--- src/rtl/core/tari_pkg.sv ---
package tari_pkg;

   localparam int VALUE_WIDTH     = 16;
   localparam int COUNT_WIDTH     = 16;
   localparam int DIV_WIDTH       = VALUE_WIDTH + 1;
   localparam int STEP_CNT_WIDTH  = $clog2(DIV_WIDTH);
   localparam int AXES            = 3;
   localparam int AXIS_WIDTH      = 2;
   localparam int CSR_INDEX_WIDTH = 2;

   localparam logic [CSR_INDEX_WIDTH-1:0] CSR_TARGET_X = CSR_INDEX_WIDTH'(0);
   localparam logic [CSR_INDEX_WIDTH-1:0] CSR_TARGET_Y = CSR_INDEX_WIDTH'(1);
   localparam logic [CSR_INDEX_WIDTH-1:0] CSR_TARGET_Z = CSR_INDEX_WIDTH'(2);

   localparam logic [AXIS_WIDTH-1:0] AXIS_X = AXIS_WIDTH'(0);
   localparam logic [AXIS_WIDTH-1:0] AXIS_Z = AXIS_WIDTH'(2);

   localparam logic REQ_TICK = 1'b0;
   localparam logic REQ_LOAD = 1'b1;

   typedef logic signed [VALUE_WIDTH-1:0] value_type;
   typedef logic [COUNT_WIDTH-1:0] count_type;

   typedef struct packed {
      logic                        start;
      logic signed [DIV_WIDTH-1:0] dividend;
      count_type                   divisor;
   } div_req_type;

   typedef struct packed {
      logic                        done;
      logic signed [DIV_WIDTH-1:0] quotient;
   } div_rsp_type;

endpackage

--- src/rtl/core/tari_div.sv ---
module tari_div import tari_pkg::*; (
   input  logic        clock,
   input  logic        reset,
   input  div_req_type div_req,
   output div_rsp_type div_rsp
);

   typedef enum logic [2:0] {D_IDLE, D_ABS, D_RUN, D_SIGN, D_DONE} div_state_type;

   localparam logic [STEP_CNT_WIDTH-1:0] STEP_LAST = STEP_CNT_WIDTH'(DIV_WIDTH - 1);

   div_state_type             state_ff;
   logic [STEP_CNT_WIDTH-1:0] step_ff;
   logic [COUNT_WIDTH-1:0]    rem_ff;
   logic [DIV_WIDTH-1:0]      quo_ff;
   logic                      neg_ff;
   count_type                 divisor_ff;

   logic [COUNT_WIDTH:0] rem_shift;
   logic [COUNT_WIDTH:0] rem_diff;
   logic                 fits;

   assign rem_shift = {rem_ff, quo_ff[DIV_WIDTH-1]};
   assign rem_diff  = rem_shift - {1'b0, divisor_ff};
   assign fits      = rem_shift >= {1'b0, divisor_ff};

   always_ff @(posedge clock) begin
      if (reset) begin
         state_ff <= D_IDLE;
      end else begin
         unique case (state_ff)
            D_IDLE: begin
               if (div_req.start) begin
                  quo_ff     <= div_req.dividend;
                  neg_ff     <= div_req.dividend[DIV_WIDTH-1];
                  divisor_ff <= div_req.divisor;
                  rem_ff     <= '0;
                  step_ff    <= '0;
                  state_ff   <= D_ABS;
               end
            end
            D_ABS: begin
               if (neg_ff) begin
                  quo_ff <= -quo_ff;
               end
               state_ff <= D_RUN;
            end
            D_RUN: begin
               rem_ff  <= fits ? rem_diff[COUNT_WIDTH-1:0] : rem_shift[COUNT_WIDTH-1:0];
               quo_ff  <= {quo_ff[DIV_WIDTH-2:0], fits};
               step_ff <= step_ff + STEP_CNT_WIDTH'(1);
               if (step_ff == STEP_LAST) begin
                  state_ff <= D_SIGN;
               end
            end
            D_SIGN: begin
               if (neg_ff) begin
                  quo_ff <= -quo_ff;
               end
               state_ff <= D_DONE;
            end
            D_DONE: begin
               state_ff <= D_IDLE;
            end
            default: begin
               state_ff <= D_IDLE;
            end
         endcase
      end
   end

   assign div_rsp.done     = (state_ff == D_DONE);
   assign div_rsp.quotient = signed'(quo_ff);

endmodule

--- src/rtl/core/three_axis_ramp_interpolator_top.sv ---
// Three-axis linear ramp interpolator. A load item sets the three current
// components and the tick count (a zero count sets them to the targets);
// each later tick item moves every component by (target - current) divided
// by the ticks left, truncated toward zero and wrapped to 16 bits, then
// counts down and snaps to the targets when the count reaches zero. The
// user must write targets through the csr port only while the block is
// idle; the block itself does not enforce this. A load item, or a tick
// while no ramp is active, goes to the finish state, which puts its result
// in the output register once that register is free and then returns to
// idle. A moving tick runs the three divisions one after another on a
// single bit-serial divider, updates the count and then registers the
// result. req_stall stays high until the result has been placed in the
// output register, which holds it until it is taken.
module three_axis_ramp_interpolator_top import tari_pkg::*; (
   input  logic                          clock,
   input  logic                          reset,
   input  logic                          req_valid,
   output logic                          req_stall,
   input  logic                          req_type,
   input  logic signed [VALUE_WIDTH-1:0] req_start_x,
   input  logic signed [VALUE_WIDTH-1:0] req_start_y,
   input  logic signed [VALUE_WIDTH-1:0] req_start_z,
   input  logic [COUNT_WIDTH-1:0]        req_tick_count,
   output logic                          rsp_valid,
   input  logic                          rsp_stall,
   output logic signed [VALUE_WIDTH-1:0] rsp_cur_x,
   output logic signed [VALUE_WIDTH-1:0] rsp_cur_y,
   output logic signed [VALUE_WIDTH-1:0] rsp_cur_z,
   output logic [COUNT_WIDTH-1:0]        rsp_ticks_remaining,
   output logic                          rsp_done_res,
   input  logic                          csr_we,
   input  logic [CSR_INDEX_WIDTH-1:0]    csr_index,
   input  logic [VALUE_WIDTH-1:0]        csr_wdata
);

   typedef enum logic [2:0] {T_IDLE, T_START, T_WAIT, T_FINAL, T_FINISH} top_state_type;

   top_state_type         state_ff;
   logic [AXIS_WIDTH-1:0] axis_ff;
   value_type             cur_ff [AXES];
   value_type             target_ff [AXES];
   count_type             ticks_ff;
   logic                  done_ff;
   logic                  rsp_valid_ff;
   value_type             rsp_x_ff;
   value_type             rsp_y_ff;
   value_type             rsp_z_ff;
   count_type             rsp_ticks_ff;
   logic                  rsp_done_ff;

   div_req_type div_req;
   div_rsp_type div_rsp;
   value_type   cur_sum;
   count_type   ticks_dec;
   logic        out_free;

   tari_div u_div (
      .clock   (clock),
      .reset   (reset),
      .div_req (div_req),
      .div_rsp (div_rsp)
   );

   assign div_req.start    = (state_ff == T_START);
   assign div_req.dividend = DIV_WIDTH'(target_ff[axis_ff]) - DIV_WIDTH'(cur_ff[axis_ff]);
   assign div_req.divisor  = ticks_ff;

   assign cur_sum   = cur_ff[axis_ff] + value_type'(div_rsp.quotient[VALUE_WIDTH-1:0]);
   assign ticks_dec = ticks_ff - COUNT_WIDTH'(1);
   assign out_free  = !rsp_valid_ff || !rsp_stall;

   always_ff @(posedge clock) begin
      if (reset) begin
         target_ff <= '{default: '0};
      end else if (csr_we && (csr_index <= CSR_TARGET_Z)) begin
         target_ff[csr_index] <= signed'(csr_wdata);
      end
   end

   always_ff @(posedge clock) begin
      if (reset) begin
         state_ff     <= T_IDLE;
         axis_ff      <= AXIS_X;
         cur_ff       <= '{default: '0};
         ticks_ff     <= '0;
         done_ff      <= 1'b1;
         rsp_valid_ff <= 1'b0;
      end else begin
         if (rsp_valid_ff && !rsp_stall && (state_ff != T_FINISH)) begin
            rsp_valid_ff <= 1'b0;
         end
         unique case (state_ff)
            T_IDLE: begin
               if (req_valid) begin
                  if (req_type == REQ_LOAD) begin
                     if (req_tick_count == '0) begin
                        cur_ff  <= target_ff;
                        done_ff <= 1'b1;
                     end else begin
                        cur_ff[0] <= req_start_x;
                        cur_ff[1] <= req_start_y;
                        cur_ff[2] <= req_start_z;
                        done_ff   <= 1'b0;
                     end
                     ticks_ff <= req_tick_count;
                     state_ff <= T_FINISH;
                  end else if (ticks_ff == '0) begin
                     done_ff  <= 1'b1;
                     state_ff <= T_FINISH;
                  end else begin
                     axis_ff  <= AXIS_X;
                     state_ff <= T_START;
                  end
               end
            end
            T_START: begin
               state_ff <= T_WAIT;
            end
            T_WAIT: begin
               if (div_rsp.done) begin
                  cur_ff[axis_ff] <= cur_sum;
                  if (axis_ff == AXIS_Z) begin
                     state_ff <= T_FINAL;
                  end else begin
                     axis_ff  <= axis_ff + AXIS_WIDTH'(1);
                     state_ff <= T_START;
                  end
               end
            end
            T_FINAL: begin
               ticks_ff <= ticks_dec;
               if (ticks_dec == '0) begin
                  cur_ff  <= target_ff;
                  done_ff <= 1'b1;
               end else begin
                  done_ff <= 1'b0;
               end
               state_ff <= T_FINISH;
            end
            T_FINISH: begin
               if (out_free) begin
                  rsp_x_ff     <= cur_ff[0];
                  rsp_y_ff     <= cur_ff[1];
                  rsp_z_ff     <= cur_ff[2];
                  rsp_ticks_ff <= ticks_ff;
                  rsp_done_ff  <= done_ff;
                  rsp_valid_ff <= 1'b1;
                  state_ff     <= T_IDLE;
               end
            end
            default: begin
               state_ff <= T_IDLE;
            end
         endcase
      end
   end

   assign req_stall           = (state_ff != T_IDLE);
   assign rsp_valid           = rsp_valid_ff;
   assign rsp_cur_x           = rsp_x_ff;
   assign rsp_cur_y           = rsp_y_ff;
   assign rsp_cur_z           = rsp_z_ff;
   assign rsp_ticks_remaining = rsp_ticks_ff;
   assign rsp_done_res        = rsp_done_ff;

endmodule

--- config.mk ---
export PLATFORM = sky130hd
export DESIGN_NAME = three_axis_ramp_interpolator_top
export DESIGN_NICKNAME = d
export VERILOG_FILES = /design/src/rtl/core/tari_pkg.sv /design/src/rtl/core/tari_div.sv /design/src/rtl/core/three_axis_ramp_interpolator_top.sv
export SDC_FILE = /design/constraint.sdc
export NUM_CORES = 1
export LEC_CHECK = 0
export BUFFER_PORTS_ARGS = -buffer_cell sky130_fd_sc_hd__buf_2
export CAP_MARGIN = 20
export CORE_ASPECT_RATIO = 1.4
export CORE_MARGIN = 1.5
export CORE_UTILIZATION = 45
export DETAILED_ROUTE_END_ITERATION = 7
export SYNTH_ARGS = -nofsm -noshare
export SYNTH_HDL_FRONTEND = slang
export SYNTH_SLANG_ARGS = --single-unit
--- constraint.sdc ---
create_clock -name clock -period 13.5 [get_ports clock]
set_input_delay 2.025 -clock clock [delete_from_list [all_inputs] [get_ports clock]]
set_output_delay 2.025 -clock clock [all_outputs]
set_load 0.1 [all_outputs]
==> qor.txt <==
status: finished, final reports clean
# IOs: 155
nets@finish: 1770
1st-iter DRT viols: 1275
unique cell type count in the Yosys netlist: 83
WL final: 42100 µm
RSZ-0062 raised after global routing: no
share of cells above drive strength 1: 16.0%
Peak supply drop: 0.000126 V
Yosys top cell by area: edfxtp_1
Max Freq: 0.238 GHz
met1 usage: 33.8%
# Max-Cap Violations: 0
Max stage delay on crit path: 690 ps
vias in the first global route: 11700
Root Buffer: clkbuf_16
HPWL after DPL: 30900 µm
Core Box Area: 30000 µm²
M3 GR Usage: 3.50%
gr usage total: 26.7%
total grt overflow: 0
Initial Util: 45.8%
Net Count, Synth: 1655
crit share post-route: 31.1%
clk buf depth: 3
Worst Path Arrival: 4650 ps
drt wl/cell: 20.8 µm
worst-path fanout max: 33
CP cell instances: buf_4 > mux2i_1 > o22ai_1 > ha_1 > fa_1 > a211oi_1 > o21ai_0 > nand3_1 > a21oi_1 > o21a_1 > o31a_1 > a211oi_1
drt first pass iters: 8
Setup WS post-layout: 9300 ps
Synth Flop Type: dfxtp_1
Pwr Total: 2280 µW
#FFs+latches synth: 242
Final Hold Fails: 0
total number of vias: 12300
top-count cell post-synth: nand2_1
setup TNS: 0 ps
GPL Wtd Cong: 0.925
Rel. slew slack: 26.9%
Lkg Pwr: 0.00590 µW
FFs w/ async S/R, synth: 0%
WP buf/inv: 1
Netlist Area Pre-Place: 13700 µm²
Crit path max-delay family: compound AO/OA/AOI/OAI gates
Vias/cell: 6.05
Synth area leaders: edfxtp_1 26%, dfxtp_1 18%, nand2_1 5.1%, ha_1 5.0%, a21oi_1 4.7%
CTS tree: yes
slowest CP cell: dfxtp_2
Die H: 210 µm
Crit path top cell by count: a211oi_1
area of the die: 31600 µm²
Top Usage Layer GRT: met2
global-route wire length before repair: 65500 µm
Worst-Margin Slew: 1100 ps
Area growth syn-to-layout: 13.9%
number of routed nets with antenna violations: 0
cts hold-fix bufs: 0
Setup WS pre-CTS: 9170 ps
CP required: 13940 ps
Core Rows: 75
synth cell count leaders: 188 x nand2_1, 132 x nor2_1, 128 x a21oi_1, 122 x dfxtp_1, 120 x edfxtp_1
Sink Count: 242
Post-synth EDFFs: 120
clock skew: 13.6 ps
Yosys warning total: 0
worst setup path category: reg2reg
clk_lat worst skew: 540 ps
GRT met2 Usage: 46.3%
die width: 151 µm
drc violations: 0
Slew Viols, Final: 0
Post CTS Setup Buffer Count: 0
Avg Cell Area, Syn: 9.11 µm²
Fillers: 2883
Tmin final: 4200 ps
port buffer count: 154
largest net degree at the start of global routing: 93
Num CTS Buffers: 24
crit path launch type: flop
Finish-stage setup viols: 0
H-tree depth: 1
PwrDens: 146 nW/µm²
post_cts resized: 0
Clock transition at path regs: 70 ps
post-synth top area share: 26.2%
hold crit path type: reg2reg
n_diodes: 0
Post-Synthesis Cells: 1509
CP endpoint kind: flop
initial antenna violation count: 0
Seq/Total Area, Yosys: 44.0%
## placed cells by master (no fill, tap or decap), types with 10 or more instances in the layout
cell type	netlist	layout
and3_1	10	10
ha_1	55	55
o211ai_1	11	11
o22ai_1	13	13
a22oi_1	17	17
nand2_1	188	188
buf_4	2	23
nor3_1	39	39
nand3b_1	10	10
buf_2	6	153
a21o_1	11	11
xnor2_1	25	25
o21ai_0	110	110
nor2b_1	16	16
clkbuf_16	0	28
edfxtp_1	120	120
dfxtp_1	122	121
a222oi_1	35	35
xor2_1	16	16
mux2i_1	38	38
nand2b_1	15	15
a211oi_1	21	21
nand3_1	31	31
o22a_1	14	14
nor2_1	132	131
a21oi_1	128	128
inv_1	63	63
## worst paths after layout
kind | startpoint | end | slack (ps) | depth (start not counted)
worst max-delay path | axis_ff[0] | cur_ff[30] | 9300 | 12
worst min-delay path | done_ff | rsp_done_res | 430 | 0
worst max register to register | axis_ff[0] | cur_ff[30] | 9300 | 12
worst min register to register | done_ff | rsp_done_res | 430 | 0
## logic make-up (layout without fill, tap and decap cells)
family                   Yosys count  count (layout)  share of synthesized area (%)
flip-flops                       242             242                           44.0
multiplexers                      46              46                           3.42
buffers and inverters            150             283                           4.43
AND/OR/NAND/NOR                  509             509                           17.5
adder cells (fa/ha/maj)           58              58                           5.44
AO/OA/AOI/OAI                    463             463                           22.6
XOR/XNOR                          41              41                           2.61
## through the flow
stage	instance area, µm²	util [%]	hold slack (ps)	instances
final	15700	52.1	430	2027
after global routing	15700	52.1	446	2027
after CTS	15700	52.1	433	2027
after detailed placement	14800	49.4	418	1983
after global placement	14800	49.4	412	1983
after floorplan	13700	-	401	1509
## metal layers
layer	share of wire, %	vias to the layer above
li1	-	5838
met1	41	5906
met2	50	439
met3	5.6	78
met4	3.2	0
met5	0	-
## layout make-up
type                    instances  area (µm²)  share of cell area [%]
inverters                      63         236                    1.51
clock buffers                  35         747                    4.77
multi-input cells            1117        7130                    45.5
well taps                     385         482                    3.08
clock inverters                 9        76.3                   0.488
flip-flops and latches        242        6050                    38.6
repair buffers                176         938                    5.99
## power by group
part | leakage [µW] | internal [µW] | switching (µW)
Sequential | 0.00211 | 855 | 73.2
Combinational | 0.00339 | 232 | 428
Clock | 0.000407 | 405 | 288
Total | 0.00590 | 1490 | 790
## registers in the layout, summed over array words and instances, names as in the netlist, 16 cells and up
name / cells
cur_ff: 48
rsp_cur_x: 16
rsp_cur_y: 16
rsp_cur_z: 16
rsp_ticks_remaining: 16
target_ff: 48
ticks_ff: 16
u_div.divisor_ff: 16
u_div.quo_ff: 17
u_div.rem_ff: 16
Note: power is estimated with default switching activity, not from simulation.
